File: config.mk
export PLATFORM = sky130hd
export DESIGN_NAME = modular_arithmetic_unit
export DESIGN_NICKNAME = d
export VERILOG_FILES = /design/src/hdl/mau_pkg.sv /design/src/hdl/mau_divider.sv /design/src/hdl/mau_mulmod.sv /design/src/hdl/modular_arithmetic_unit.sv
export SDC_FILE = /design/constraint.sdc
export NUM_CORES = 2
export LEC_CHECK = 0
export ABC_CLOCK_PERIOD_IN_PS = 21700
export BUFFER_PORTS_ARGS = -buffer_cell sky130_fd_sc_hd__buf_2
export CAP_MARGIN = 20
export CORE_UTILIZATION = 57
export DETAILED_ROUTE_END_ITERATION = 7
export PLACE_DENSITY = 0.75
export REMOVE_ABC_BUFFERS = 1
export SYNTH_ARGS = -nofsm -noshare
export SYNTH_HDL_FRONTEND = slang
export SYNTH_SLANG_ARGS = --single-unit
File: constraint.sdc
create_clock -name clk_i -period 21.7 [get_ports clk_i]
set_input_delay 2.17 -clock clk_i [delete_from_list [all_inputs] [get_ports clk_i]]
set_output_delay 2.17 -clock clk_i [all_outputs]
set_load 0.005 [all_outputs]
File: src/hdl/mau_pkg.sv
// Package: widths, operation codes and shared types of the modular arithmetic unit.
`timescale 1ns / 1ps
package mau_pkg;

  localparam int unsigned ResW = 31;
  localparam int unsigned WideW = 64;
  localparam int unsigned DivW = 64;
  localparam int unsigned DivCntW = $clog2(DivW + 1);
  localparam logic [ResW-1:0] ModulusReset = ResW'(1000000007);

  typedef logic [ResW-1:0] res_t;

  typedef enum logic [2:0] {
    OP_REDUCE = 3'd0,
    OP_ADD    = 3'd1,
    OP_SUB    = 3'd2,
    OP_MUL    = 3'd3,
    OP_DIV    = 3'd4,
    OP_POW    = 3'd5,
    OP_INC    = 3'd6,
    OP_DEC    = 3'd7
  } op_e;

  typedef enum logic [4:0] {
    ST_IDLE,
    ST_RA_DIV,
    ST_RB_DIV,
    ST_DISPATCH,
    ST_RAW_DIV,
    ST_RAW_FIX,
    ST_MUL_START,
    ST_MUL_WAIT,
    ST_INV_CHECK,
    ST_INV_Q_DIV,
    ST_INV_R_DIV,
    ST_INV_MUL,
    ST_INV_DONE,
    ST_POW_CHECK,
    ST_POW_MRES,
    ST_POW_MSQ,
    ST_DONE
  } state_e;

  // Handshake between the sequencer and a serial unit.
  typedef struct packed {
    logic start;
  } unit_req_t;

  typedef struct packed {
    logic busy;
    logic done;
  } unit_sts_t;

endpackage

File: src/hdl/mau_divider.sv
// Bit-serial restoring divider, one quotient bit per cycle.
`timescale 1ns / 1ps
module mau_divider (
  input  logic                      clk_i,
  input  logic                      rst_ni,
  input  mau_pkg::unit_req_t        req_i,
  input  logic [mau_pkg::DivW-1:0]  dividend_i,
  input  logic [mau_pkg::ResW-1:0]  divisor_i,
  output mau_pkg::unit_sts_t        sts_o,
  output logic [mau_pkg::DivW-1:0]  quot_o,
  output logic [mau_pkg::ResW-1:0]  rem_o
);
  import mau_pkg::*;

  logic [DivW-1:0]    quot_q, quot_d;
  logic [ResW:0]      rem_q, rem_d;
  logic [ResW-1:0]    dvs_q, dvs_d;
  logic [DivCntW-1:0] cnt_q, cnt_d;
  logic               busy_q, busy_d, done_q, done_d;
  logic [ResW+1:0]    trial;

  always_comb begin
    quot_d = quot_q;
    rem_d  = rem_q;
    dvs_d  = dvs_q;
    cnt_d  = cnt_q;
    busy_d = busy_q;
    done_d = 1'b0;
    trial  = '0;
    if (req_i.start) begin
      quot_d = dividend_i;
      rem_d  = '0;
      dvs_d  = divisor_i;
      cnt_d  = DivCntW'(DivW);
      busy_d = 1'b1;
    end else if (busy_q) begin
      trial = {rem_q, quot_q[DivW-1]} - {2'b00, dvs_q};
      if (!trial[ResW+1]) begin
        rem_d = trial[ResW:0];
      end else begin
        rem_d = {rem_q[ResW-1:0], quot_q[DivW-1]};
      end
      quot_d = {quot_q[DivW-2:0], ~trial[ResW+1]};
      cnt_d  = cnt_q - 1'b1;
      if (cnt_q == DivCntW'(1)) begin
        busy_d = 1'b0;
        done_d = 1'b1;
      end
    end
  end

  always_ff @(posedge clk_i or negedge rst_ni) begin
    if (!rst_ni) begin
      busy_q <= 1'b0;
      done_q <= 1'b0;
      cnt_q  <= '0;
    end else begin
      busy_q <= busy_d;
      done_q <= done_d;
      cnt_q  <= cnt_d;
    end
  end

  always_ff @(posedge clk_i) begin
    quot_q <= quot_d;
    rem_q  <= rem_d;
    dvs_q  <= dvs_d;
  end

  assign sts_o.busy = busy_q;
  assign sts_o.done = done_q;
  assign quot_o     = quot_q;
  assign rem_o      = rem_q[ResW-1:0];

`ifndef SYNTHESIS
  a_done_after_busy: assert property (@(posedge clk_i) disable iff (!rst_ni)
    done_q |-> $past(busy_q)) else $error("divider done without busy");
  a_no_busy_done: assert property (@(posedge clk_i) disable iff (!rst_ni)
    !(busy_q && done_q)) else $error("divider busy and done together");
  a_rem_bound: assert property (@(posedge clk_i) disable iff (!rst_ni)
    done_q |-> (rem_q < {1'b0, dvs_q}) || (dvs_q == '0))
    else $error("divider remainder not below divisor");
`endif

endmodule

File: src/hdl/mau_mulmod.sv
// Bit-serial modular multiplier, shift-and-add with per-bit reduction.
`timescale 1ns / 1ps
module mau_mulmod (
  input  logic                     clk_i,
  input  logic                     rst_ni,
  input  mau_pkg::unit_req_t       req_i,
  input  logic [mau_pkg::ResW-1:0] a_i,
  input  logic [mau_pkg::ResW-1:0] b_i,
  input  logic [mau_pkg::ResW-1:0] mod_i,
  output mau_pkg::unit_sts_t       sts_o,
  output logic [mau_pkg::ResW-1:0] prod_o
);
  import mau_pkg::*;

  localparam int unsigned CntW = $clog2(ResW + 1);

  logic [ResW-1:0] acc_q, acc_d, a_q, a_d, b_q, b_d, m_q, m_d;
  logic [CntW-1:0] cnt_q, cnt_d;
  logic            busy_q, busy_d, done_q, done_d;
  logic [ResW+1:0] dbl, dbl_r, add, add_r;

  always_comb begin
    acc_d  = acc_q;
    a_d    = a_q;
    b_d    = b_q;
    m_d    = m_q;
    cnt_d  = cnt_q;
    busy_d = busy_q;
    done_d = 1'b0;
    dbl    = {1'b0, acc_q, 1'b0};
    dbl_r  = (dbl >= {2'b00, m_q}) ? dbl - {2'b00, m_q} : dbl;
    add    = dbl_r + {2'b00, a_q};
    add_r  = (add >= {2'b00, m_q}) ? add - {2'b00, m_q} : add;
    if (req_i.start) begin
      acc_d  = '0;
      a_d    = a_i;
      b_d    = b_i;
      m_d    = mod_i;
      cnt_d  = CntW'(ResW);
      busy_d = 1'b1;
    end else if (busy_q) begin
      acc_d = b_q[ResW-1] ? add_r[ResW-1:0] : dbl_r[ResW-1:0];
      b_d   = {b_q[ResW-2:0], 1'b0};
      cnt_d = cnt_q - 1'b1;
      if (cnt_q == CntW'(1)) begin
        busy_d = 1'b0;
        done_d = 1'b1;
      end
    end
  end

  always_ff @(posedge clk_i or negedge rst_ni) begin
    if (!rst_ni) begin
      busy_q <= 1'b0;
      done_q <= 1'b0;
      cnt_q  <= '0;
    end else begin
      busy_q <= busy_d;
      done_q <= done_d;
      cnt_q  <= cnt_d;
    end
  end

  always_ff @(posedge clk_i) begin
    acc_q <= acc_d;
    a_q   <= a_d;
    b_q   <= b_d;
    m_q   <= m_d;
  end

  assign sts_o.busy = busy_q;
  assign sts_o.done = done_q;
  assign prod_o     = acc_q;

`ifndef SYNTHESIS
  a_mul_done_after_busy: assert property (@(posedge clk_i) disable iff (!rst_ni)
    done_q |-> $past(busy_q)) else $error("multiplier done without busy");
  a_mul_acc_bound: assert property (@(posedge clk_i) disable iff (!rst_ni)
    (busy_q && a_q < m_q) |-> acc_q < m_q) else $error("multiplier accumulator out of range");
  a_mul_excl: assert property (@(posedge clk_i) disable iff (!rst_ni)
    !(busy_q && done_q)) else $error("multiplier busy and done together");
`endif

endmodule

File: src/hdl/modular_arithmetic_unit.sv
// Top level: sequencer for residue operations over a configurable modulus.
// Sequence: both operands are first reduced by the divider; add, sub, inc and dec then finish in dispatch;
// reduce divides the raw value, mul runs the multiplier, div runs the inverse chain and then a multiply,
// pow multiplies and squares once per exponent bit (up to 64), after the inverse chain when negative.
// Throughput: one request at a time; the next transfer is taken once the sequencer is idle.
// Reset: asynchronous, active low; modulus returns to 1000000007, no request in flight.
`timescale 1ns / 1ps
module modular_arithmetic_unit (
  input  logic                      clk_i,
  input  logic                      rst_ni,
  input  logic                      cfg_we_i,
  input  logic [mau_pkg::ResW-1:0]  cfg_wdata_i,
  input  logic                      in_valid_i,
  output logic                      in_ready_o,
  input  logic [2:0]                req_type_i,
  input  logic [mau_pkg::ResW-1:0]  operand_a_i,
  input  logic [mau_pkg::ResW-1:0]  operand_b_i,
  input  logic signed [mau_pkg::WideW-1:0] exponent_i,
  input  logic signed [mau_pkg::WideW-1:0] raw_value_i,
  output logic                      out_valid_o,
  input  logic                      out_ready_i,
  output logic [mau_pkg::ResW-1:0]  result_o
);
  import mau_pkg::*;

  state_e state_q, state_d;

  res_t            mod_q;
  op_e             op_q;
  res_t            a_q, a_d, b_q, b_d, r_q, r_d, v_q, v_d, c_q, c_d, p_q, p_d;
  logic [WideW-1:0] e_q, e_d, raw_q;
  logic            neg_q, neg_d, inv_pow_q, inv_pow_d, rawneg_q;
  res_t            out_q;
  logic            out_v_q;

  unit_req_t        div_req, mul_req;
  unit_sts_t        div_sts, mul_sts;
  logic [DivW-1:0]  div_dvd, div_quot;
  res_t             div_rem, mul_a, mul_b, mul_p;
  logic             dvs_c;
  res_t             dvs_mux;

  logic in_xfer, res_done;

  assign in_ready_o = (state_q == ST_IDLE);
  assign in_xfer    = in_valid_i && in_ready_o;

  mau_divider u_div (
    .clk_i, .rst_ni, .req_i(div_req), .dividend_i(div_dvd), .divisor_i(dvs_mux),
    .sts_o(div_sts), .quot_o(div_quot), .rem_o(div_rem)
  );

  mau_mulmod u_mul (
    .clk_i, .rst_ni, .req_i(mul_req), .a_i(mul_a), .b_i(mul_b), .mod_i(mod_q),
    .sts_o(mul_sts), .prod_o(mul_p)
  );

  // divisor is the modulus, except in the inverse chain where m is divided by c

  // next state
  always_comb begin
    state_d = state_q;
    unique case (state_q)
      ST_IDLE:      if (in_xfer) state_d = ST_RA_DIV;
      ST_RA_DIV:    if (div_sts.done) state_d = ST_RB_DIV;
      ST_RB_DIV:    if (div_sts.done) state_d = ST_DISPATCH;
      ST_DISPATCH: begin
        if (mod_q < res_t'(2)) state_d = ST_DONE;
        else begin
          unique case (op_q)
            OP_REDUCE: state_d = ST_RAW_DIV;
            OP_MUL:    state_d = ST_MUL_START;
            OP_DIV:    state_d = ST_INV_CHECK;
            OP_POW:    state_d = neg_q ? ST_INV_CHECK : ST_POW_CHECK;
            default:   state_d = ST_DONE;
          endcase
        end
      end
      ST_RAW_DIV:   if (div_sts.done) state_d = ST_RAW_FIX;
      ST_RAW_FIX:   state_d = ST_DONE;
      ST_MUL_START: state_d = ST_MUL_WAIT;
      ST_MUL_WAIT:  if (mul_sts.done) state_d = ST_DONE;
      ST_INV_CHECK: state_d = (c_q > res_t'(1)) ? ST_INV_Q_DIV : ST_INV_DONE;
      ST_INV_Q_DIV: if (div_sts.done) state_d = ST_INV_R_DIV;
      ST_INV_R_DIV: if (mul_sts.done) state_d = ST_INV_CHECK;
      ST_INV_MUL:   if (mul_sts.done) state_d = ST_DONE;
      ST_INV_DONE:  state_d = inv_pow_q ? ST_POW_CHECK : ST_INV_MUL;
      ST_POW_CHECK: state_d = (e_q == '0) ? ST_DONE : ST_POW_MRES;
      ST_POW_MRES:  if (mul_sts.done) state_d = ST_POW_MSQ;
      ST_POW_MSQ:   if (mul_sts.done) state_d = ST_POW_CHECK;
      ST_DONE:      if (!out_v_q || out_ready_i) state_d = ST_IDLE;
      default:      state_d = ST_IDLE;
    endcase
  end

  // unit starts and operands
  logic       start_div, start_mul;
  logic [DivW-1:0] dvd_sel;
  res_t       mb_sel, ma_sel;

  always_comb begin
    start_div = 1'b0;
    start_mul = 1'b0;
    dvd_sel   = '0;
    ma_sel    = r_q;
    mb_sel    = v_q;
    dvs_c     = 1'b0;
    unique case (state_q)
      ST_IDLE: begin
        start_div = in_xfer;
        dvd_sel   = {{(DivW-ResW){1'b0}}, operand_a_i};
      end
      ST_RA_DIV: begin
        start_div = div_sts.done;
        dvd_sel   = {{(DivW-ResW){1'b0}}, b_q};
      end
      ST_DISPATCH: begin
        start_div = (op_q == OP_REDUCE) && (mod_q >= res_t'(2));
        dvd_sel   = rawneg_q ? (~raw_q + 1'b1) : raw_q;
      end
      ST_MUL_START: begin
        start_mul = 1'b1;
        ma_sel = a_q;
        mb_sel = b_q;
      end
      ST_INV_CHECK: begin
        start_div = c_q > res_t'(1);
        dvd_sel   = {{(DivW-ResW){1'b0}}, mod_q};
        dvs_c     = 1'b1;
      end
      ST_INV_Q_DIV: begin
        dvs_c     = 1'b1;
        start_mul = div_sts.done;
        ma_sel    = p_q;
        mb_sel    = (div_rem == '0) ? res_t'(0) : mod_q - div_quot[ResW-1:0];
      end
      ST_INV_DONE: begin
        start_mul = !inv_pow_q;
        ma_sel    = a_q;
        mb_sel    = (c_q == res_t'(1)) ? p_q : res_t'(0);
      end
      ST_POW_CHECK: begin
        start_mul = e_q != '0;
        ma_sel    = r_q;
        mb_sel    = e_q[0] ? v_q : res_t'(1);
      end
      ST_POW_MRES: begin
        start_mul = mul_sts.done;
        ma_sel    = v_q;
        mb_sel    = v_q;
      end
      default: ;
    endcase
  end

  assign dvs_mux       = dvs_c ? c_q : mod_q;
  assign div_req.start = start_div;
  assign mul_req.start = start_mul;
  assign div_dvd       = dvd_sel;
  assign mul_a         = ma_sel;
  assign mul_b         = mb_sel;

  // datapath registers
  always_comb begin
    a_d = a_q; b_d = b_q; r_d = r_q; v_d = v_q; c_d = c_q; p_d = p_q;
    e_d = e_q; neg_d = neg_q; inv_pow_d = inv_pow_q;
    res_done = 1'b0;
    unique case (state_q)
      ST_IDLE: if (in_xfer) begin
        b_d = operand_b_i;
        e_d = exponent_i[WideW-1] ? (~exponent_i + 1'b1) : exponent_i;
        neg_d = exponent_i[WideW-1];
      end
      ST_RA_DIV: if (div_sts.done) a_d = div_rem;
      ST_RB_DIV: if (div_sts.done) b_d = div_rem;
      ST_DISPATCH: begin
        p_d = res_t'(1);
        r_d = res_t'(1);
        v_d = a_q;
        inv_pow_d = (op_q == OP_POW);
        c_d = (op_q == OP_POW) ? a_q : b_q;
        unique case (op_q)
          OP_ADD: r_d = ({1'b0, a_q} + {1'b0, b_q} >= {1'b0, mod_q}) ?
                        a_q + b_q - mod_q : a_q + b_q;
          OP_SUB: r_d = (a_q >= b_q) ? a_q - b_q : a_q + mod_q - b_q;
          OP_INC: r_d = (a_q == mod_q - 1'b1) ? res_t'(0) : a_q + 1'b1;
          OP_DEC: r_d = (a_q == '0) ? mod_q - 1'b1 : a_q - 1'b1;
          default: ;
        endcase
        if (mod_q < res_t'(2)) r_d = '0;
      end
      ST_RAW_FIX: r_d = (rawneg_q && div_rem != '0) ? mod_q - div_rem : div_rem;
      ST_MUL_WAIT: if (mul_sts.done) r_d = mul_p;
      ST_INV_Q_DIV: if (div_sts.done) c_d = div_rem;
      ST_INV_R_DIV: if (mul_sts.done) p_d = mul_p;
      ST_INV_DONE: if (inv_pow_q) v_d = (c_q == res_t'(1)) ? p_q : res_t'(0);
      ST_INV_MUL: if (mul_sts.done) r_d = mul_p;
      ST_POW_MRES: if (mul_sts.done) r_d = mul_p;
      ST_POW_MSQ: if (mul_sts.done) begin
        v_d = mul_p;
        e_d = {1'b0, e_q[WideW-1:1]};
      end
      ST_DONE: res_done = !out_v_q || out_ready_i;
      default: ;
    endcase
  end

  always_ff @(posedge clk_i or negedge rst_ni) begin
    if (!rst_ni) begin
      state_q <= ST_IDLE;
      mod_q   <= ModulusReset;
      out_v_q <= 1'b0;
    end else begin
      state_q <= state_d;
      if (cfg_we_i) mod_q <= cfg_wdata_i;
      if (res_done) out_v_q <= 1'b1;
      else if (out_ready_i) out_v_q <= 1'b0;
    end
  end

  always_ff @(posedge clk_i) begin
    a_q <= a_d; b_q <= b_d; r_q <= r_d; v_q <= v_d; c_q <= c_d; p_q <= p_d;
    e_q <= e_d; neg_q <= neg_d; inv_pow_q <= inv_pow_d;
    if (in_xfer) begin
      op_q     <= op_e'(req_type_i);
      raw_q    <= raw_value_i;
      rawneg_q <= raw_value_i[WideW-1];
    end
    if (res_done) out_q <= r_q;
  end

  assign out_valid_o = out_v_q;
  assign result_o    = out_q;

`ifndef SYNTHESIS
  a_out_hold: assert property (@(posedge clk_i) disable iff (!rst_ni)
    (out_v_q && !out_ready_i) |=> out_v_q && $stable(out_q))
    else $error("result dropped or changed while waiting");
  a_idle_units: assert property (@(posedge clk_i) disable iff (!rst_ni)
    (state_q == ST_IDLE) |-> !div_sts.busy && !mul_sts.busy) else $error("unit busy in idle");
  a_result_range: assert property (@(posedge clk_i) disable iff (!rst_ni)
    $rose(out_v_q) |-> (out_q < mod_q) || (mod_q < res_t'(2)))
    else $error("result not reduced");
`endif

endmodule

-- After elaboration in Yosys (flattened, before gate mapping)
Index checks and enable logic that the tools add are counted.
Widths: inputs -> output; s select.
- bits in registers: 655
- output and inout bits: 33
- input bits: 229
- add/subtract/negate cells: 19
- reductions and logical operators: 35
- magnitude comparators: 7
- equal/unequal tests: 39
- bitwise operators: 3
- muxes and demuxes: 76
- operators by type and width (cell ; count):
    $mux 31 ; 19
    $mux 64 ; 6
    $pmux 31 s3 ; 3
    $pmux 64 s4 ; 1
    $pmux 31 s4 ; 2
    $pmux 31 s2 ; 3
    $sub 31x31->31 ; 6
    $add 64x1->64 const B ; 2
    $not 64->64 ; 2
    $pmux 64 s2 ; 1
    $pmux 5 s16 ; 1
    $mux 5 ; 14
    $ge 32x31->1 ; 2
    $logic_not 64->1 ; 1
    $reduce_bool 64->1 ; 1
    $add 31x31->31 ; 2
    $logic_not 31->1 ; 2
    $sub 31x1->31 const B ; 2
    $eq 5x4->1 const B ; 8
    $add 33x31->33 ; 1
    $ge 33x31->1 ; 1
    $mux 33 ; 1
    $sub 32x31->33 ; 1
    $sub 33x31->33 ; 1
    41 further kinds ; 96

-- Logic depth before layout (Yosys ltp)
- depth in word-level cells: 6
- depth in mapped cells: 36

-- Cells and area by module
Synthesis repeated with hierarchy kept, for this count alone.
- cells, all modules: 5912
- area total of the unflattened synthesis: 52844.4 sq um
- modules (own cells, without submodules) (module ; sequential area each (sq um) ; instances ; cells each ; area an instance (sq um)):
    modular_arithmetic_unit ; 11456.0 ; 1 ; 4145 ; 34959.8
    mau_mulmod ; 3588.4 ; 1 ; 1067 ; 10243.6
    mau_divider ; 3718.6 ; 1 ; 700 ; 7641.1

-- Worst setup path before layout
Ideal clock, no wire load.
- path kind: register to register
- start point: register u_mul.acc_q[7] (netlist: u_mul.prod_o[7])
- end point: register u_mul.acc_q[12] (netlist: u_mul.prod_o[12])
- setup time: 0.136 ns
- slack: 14.182 ns
- data required time: 21.564 ns
- buffers on the path: 3
- clock period less this slack: 7.518 ns
- arrival time: 7.383 ns
- stages on the path, launching flop included: 33
- cell sequence: dfxtp_1 -> ha_1 -> and3_1 -> a21boi_0 -> a41oi_1 -> a21oi_1 -> a311oi_1 -> clkbuf_1 -> buf_1 -> nor2_1 -> ha_1 -> fa_1 -> a211oi_1 -> o211ai_1 -> a221o_1 -> a21oi_1 -> inv_1 -> a31oi_1 -> o21bai_1 -> xor2_1 -> ha_1 -> nand2_1 -> o21ai_0 -> nor4_1 -> nor4_1 -> a2111oi_0 -> o31ai_1 -> o2111ai_1 -> a21boi_0 -> a2111oi_2 -> buf_2 -> mux2i_1 -> o221ai_1
- cells in the longest elaborated chain, start to end: 6
- RTL lines (what ; RTL line ; source):
    start: declaration ; mau_mulmod.sv:17 ; logic [ResW-1:0] acc_q, acc_d, a_q, a_d, b_q, b_d, m_q, m_d;
    start signal: assignment ; mau_mulmod.sv:65 ; acc_q <= acc_d;
    $sub 32x31->33 or $ge 32x31->1 (tied branches) ; mau_mulmod.sv:31 ; dbl_r = (dbl >= {2'b00, m_q}) ? dbl - {2'b00, m_q} : dbl;
    $mux 33 (*) ; mau_mulmod.sv:31 ;
    $add 33x31->33 ; mau_mulmod.sv:32 ; add = dbl_r + {2'b00, a_q};
    $sub 31x31->31 or $ge 33x31->1 (tied branches) ; mau_mulmod.sv:33 ; add_r = (add >= {2'b00, m_q}) ? add - {2'b00, m_q} : add;
    $mux 31 ; mau_mulmod.sv:33 ;
    $mux 31 (*) ; mau_mulmod.sv:42 ; acc_d = b_q[ResW-1] ? add_r[ResW-1:0] : dbl_r[ResW-1:0];
Every way passes the cells marked *; elsewhere a longest branch is shown, timed or not.
A chain may end at the register's enable or synchronous reset.

-- Final worst setup path
- start point: register u_mul.acc_q[7] (netlist: u_mul.prod_o[7])
- end point: register u_mul.acc_q[0] (netlist: u_mul.prod_o[0])
- cells in the longest elaborated chain, start to end: 6
- RTL lines (what ; RTL line):
    $sub 32x31->33 or $ge 32x31->1 (tied branches) ; mau_mulmod.sv:31
    $mux 33 (*) ; mau_mulmod.sv:31
    $add 33x31->33 ; mau_mulmod.sv:32
    $ge 33x31->1 or $sub 31x31->31 (tied branches) ; mau_mulmod.sv:33
    $mux 31 ; mau_mulmod.sv:33
    $mux 31 (*) ; mau_mulmod.sv:42
Marked as above.

==> impl_metrics.ini <==
[global_routing]
grt_pass1_wl_mm = 283
antenna_found_initial = 15
use_met2 = 0.618
use_met3 = 0.0992
overflow = 0
grt_pass1_vias = 45500
grt_util_all_layers = 0.416
grt_max_degree = 97
grt_util_met1 = 0.562
top_usage_layer = met2

[hold_path]
hold_class = reg2reg

[routing]
drtAntennaViolNets = 0
avgViaCountPerCell = 6.78
drtIter0Drc = 7574
drcViolationCount = 66
wl_per_cell_um = 26.7
routed_wl_mm = 194
num_vias = 49100
dr.pass1.iters = 8

[logic_synthesis]
synth_top_family_by_area = compound AO/OA/AOI/OAI gates
synthMuxAreaShare = 0.0168
synth_fa_ha_area_frac = 0.0925
yosysSeqAreaShare = 0.365
synth_xor_area_frac = 0.0840
synth_edf_count = 538
synthSimpleGateAreaFrac = 0.165
ys_seq_elements = 654
post_synth_num_cell_types = 94
yosys_warnings = 0
synthesis.area_um2 = 51400
synth-async-reset-ratio = 0.0810
ys.flop_type = edfxtp_1
syn_inst = 5867
synth-compound-area-share = 0.226
avgSynthCellArea_um2 = 8.77

[status]
violations = DRC
status = finished, violations left

[timing]
slew_headroom = 0.170
clock.fmax_ghz = 0.101
finalMaxSlewViolations = 0
min_period_over_period = 0.457
skew_ns = 0.0484
layout_min_cycle_time_ns = 9.92
fin_tns_setup_ns = 0
rsz0062_at_grt = false
setup_violations = 0
worst_pin_slew_ns = 1.24
hold_viol = 0

[setup_path]
arrival_ns = 10.48
start_kind = flip-flop
max_stage_delay_ns = 0.92
crit_slowest_cell = a211oi_1
crit_required_ns = 22.26
path_max_fanout = 37
cp-end-kind = flip-flop
path_class = reg2reg

[finish]
syn2layout_area_growth_pct = 10.0
fin_nets = 6590
drive_gt1_frac = 0.0969

[clocking]
ctsResizeCount = 0
cts_buffers = 76
clk_pin_slew_ns = 0.06
cts_sinks = 654
cts_root_buffer = clkbuf_16
postCtsSetupBuffers = 0
cts_hold_buffers = 0
insertion_delay_ns = 0.68
htreeDepth = 3
cts_tree = yes
clock_path_buffers = 3

[floorplanning]
die_y_um = 302
io_pins = 262
die_area_um2 = 91400
die_width_um = 302
rows = 109
start_util = 0.578
core_area_um2 = 88900

[flow_run]
cap_violations = 0

[placement]
hpwl_mm = 149
place_congestion = 1.11
portBuffers = 261
-- worst max-delay path, delay by kind of cell, from the launching register on --
| family | cells | cell delay (ns) |
|---|---|---|
| fa+ha+maj | 3 | 1.02 |
| compound gates | 16 | 5.31 |
| flops | 1 | 0.49 |
| mux | 2 | 0.80 |
| xor+xnor | 1 | 0.15 |
| buf+inv | 2 | 0.99 |
| simple gates | 7 | 0.99 |
-- cells in the final DEF, fill, tap and decap left out, types with 71 or more instances in the layout --
master / count
nand2_1: 706
edfxtp_1: 538
o21ai_0: 492
inv_1: 390
a21oi_1: 383
nor2_1: 357
ha_1: 318
xnor2_1: 280
buf_2: 263
xor2_1: 203
nor3_1: 126
a21o_1: 125
nand3_1: 103
a222oi_1: 98
buf_4: 93
a31oi_1: 89
nor4_1: 79
o31ai_1: 79
clkbuf_16: 78
mux2i_1: 75
nand4_1: 71
-- synth_stat cells (27+ instances only) --
cell type  instances  area share
ha_1             318       0.077
a21o_1           125       0.018
or3_1             41      0.0050
fa_1              39       0.015
a211oi_1          39      0.0057
o21a_1            43      0.0063
nor2b_1           35      0.0043
o211ai_1          58      0.0085
o31ai_1           79       0.012
edfxtp_1         538        0.31
nand4_1           71      0.0086
nor4_1            81      0.0099
nor3_1           132       0.013
o221ai_1          30      0.0051
o22ai_1           38      0.0046
or4_1             27      0.0039
mux2i_1           75       0.015
nand2b_1          66      0.0080
inv_1            393       0.029
o21ai_0          492       0.048
clkbuf_1         269       0.020
nand2_1          711       0.052
o21bai_1          42      0.0061
a31oi_1           89       0.011
a22oi_1           51      0.0074
and3_1            36      0.0044
dfrtp_1           37       0.018
nand3_1          104       0.010
a221oi_1          33      0.0056
a21oi_1          384       0.037
a222oi_1          98       0.019
nor2_1           363       0.026
and2_1            55      0.0067
dfxtp_1           63       0.025
xnor2_1          280       0.048
xor2_1           203       0.035
-- layer usage --
layer	vias to the layer above	part of all wire
li1	21900	-
met1	23200	0.38
met2	3360	0.42
met3	593	0.13
met4	6	0.060
met5	-	0.00022
-- logic make-up after synthesis --
logic type | count (synthesis)
flip-flops | 654
buffers and inverters | 701
multiplexers | 85
adder cells (fa/ha/maj) | 357
AO/OA/AOI/OAI | 1782
AND/OR/NAND/NOR | 1801
XOR/XNOR | 487
-- area by class of cell --
| cell class | count | area (µm²) |
|---|---|---|
| flip-flops and latches | 654 | 18800 |
| well taps | 1165 | 1460 |
| inverters | 402 | 1510 |
| multi-input cells | 4512 | 30200 |
| clock inverters | 44 | 507 |
| diodes | 6 | 15.0 |
| clock buffers | 97 | 2060 |
| repair buffers | 358 | 2030 |
| fillers | 7520 | 32300 |
-- state kept, by name (all words and copies together) (netlist names), 31 cells and up --
signal / flops
a_q: 31
b_q: 31
c_q: 31
e_q: 64
mod_q: 31
p_q: 31
r_q: 31
raw_q: 64
result_o: 31
u_div.dvs_q: 31
u_div.quot_o: 64
u_div.rem_q: 32
u_mul.a_q: 31
u_mul.b_q: 31
u_mul.m_q: 31
u_mul.prod_o: 31
v_q: 31
-- through the flow --
step           hold slack [ns]  std cells  instance area [µm²]  utilization  setup WS [ns]
4_1_cts                  0.449       7229                56600        0.636          11.94
3_3_place_gp             0.435       7087                54000        0.607          12.21
2_1_floorplan            0.426       5568                50300            -           9.18
5_1_grt                  0.461       7238                56600        0.636          10.91
6_report                 0.449       7238                56600        0.636          11.78
3_5_place_dp             0.434       7088                54000        0.607          12.02
-- worst paths after layout --
path | start | to | slack, ns | depth (start not counted)
min in group asynchronous | rst_ni | mod_q[26] | 1.72 | 2
max in group asynchronous | rst_ni | u_div.busy_q | 19.28 | 2
worst min-delay path | r_q[0] | result_o[0] | 0.45 | 0
worst max-delay path | u_mul.prod_o[7] | u_mul.prod_o[0] | 11.78 | 31
worst max register to register | u_mul.prod_o[7] | u_mul.prod_o[0] | 11.78 | 31
worst min register to register | r_q[0] | result_o[0] | 0.45 | 0
Power is not shown: default switching activity piles up to over one toggle a cycle in this logic, so the estimate is an artifact.
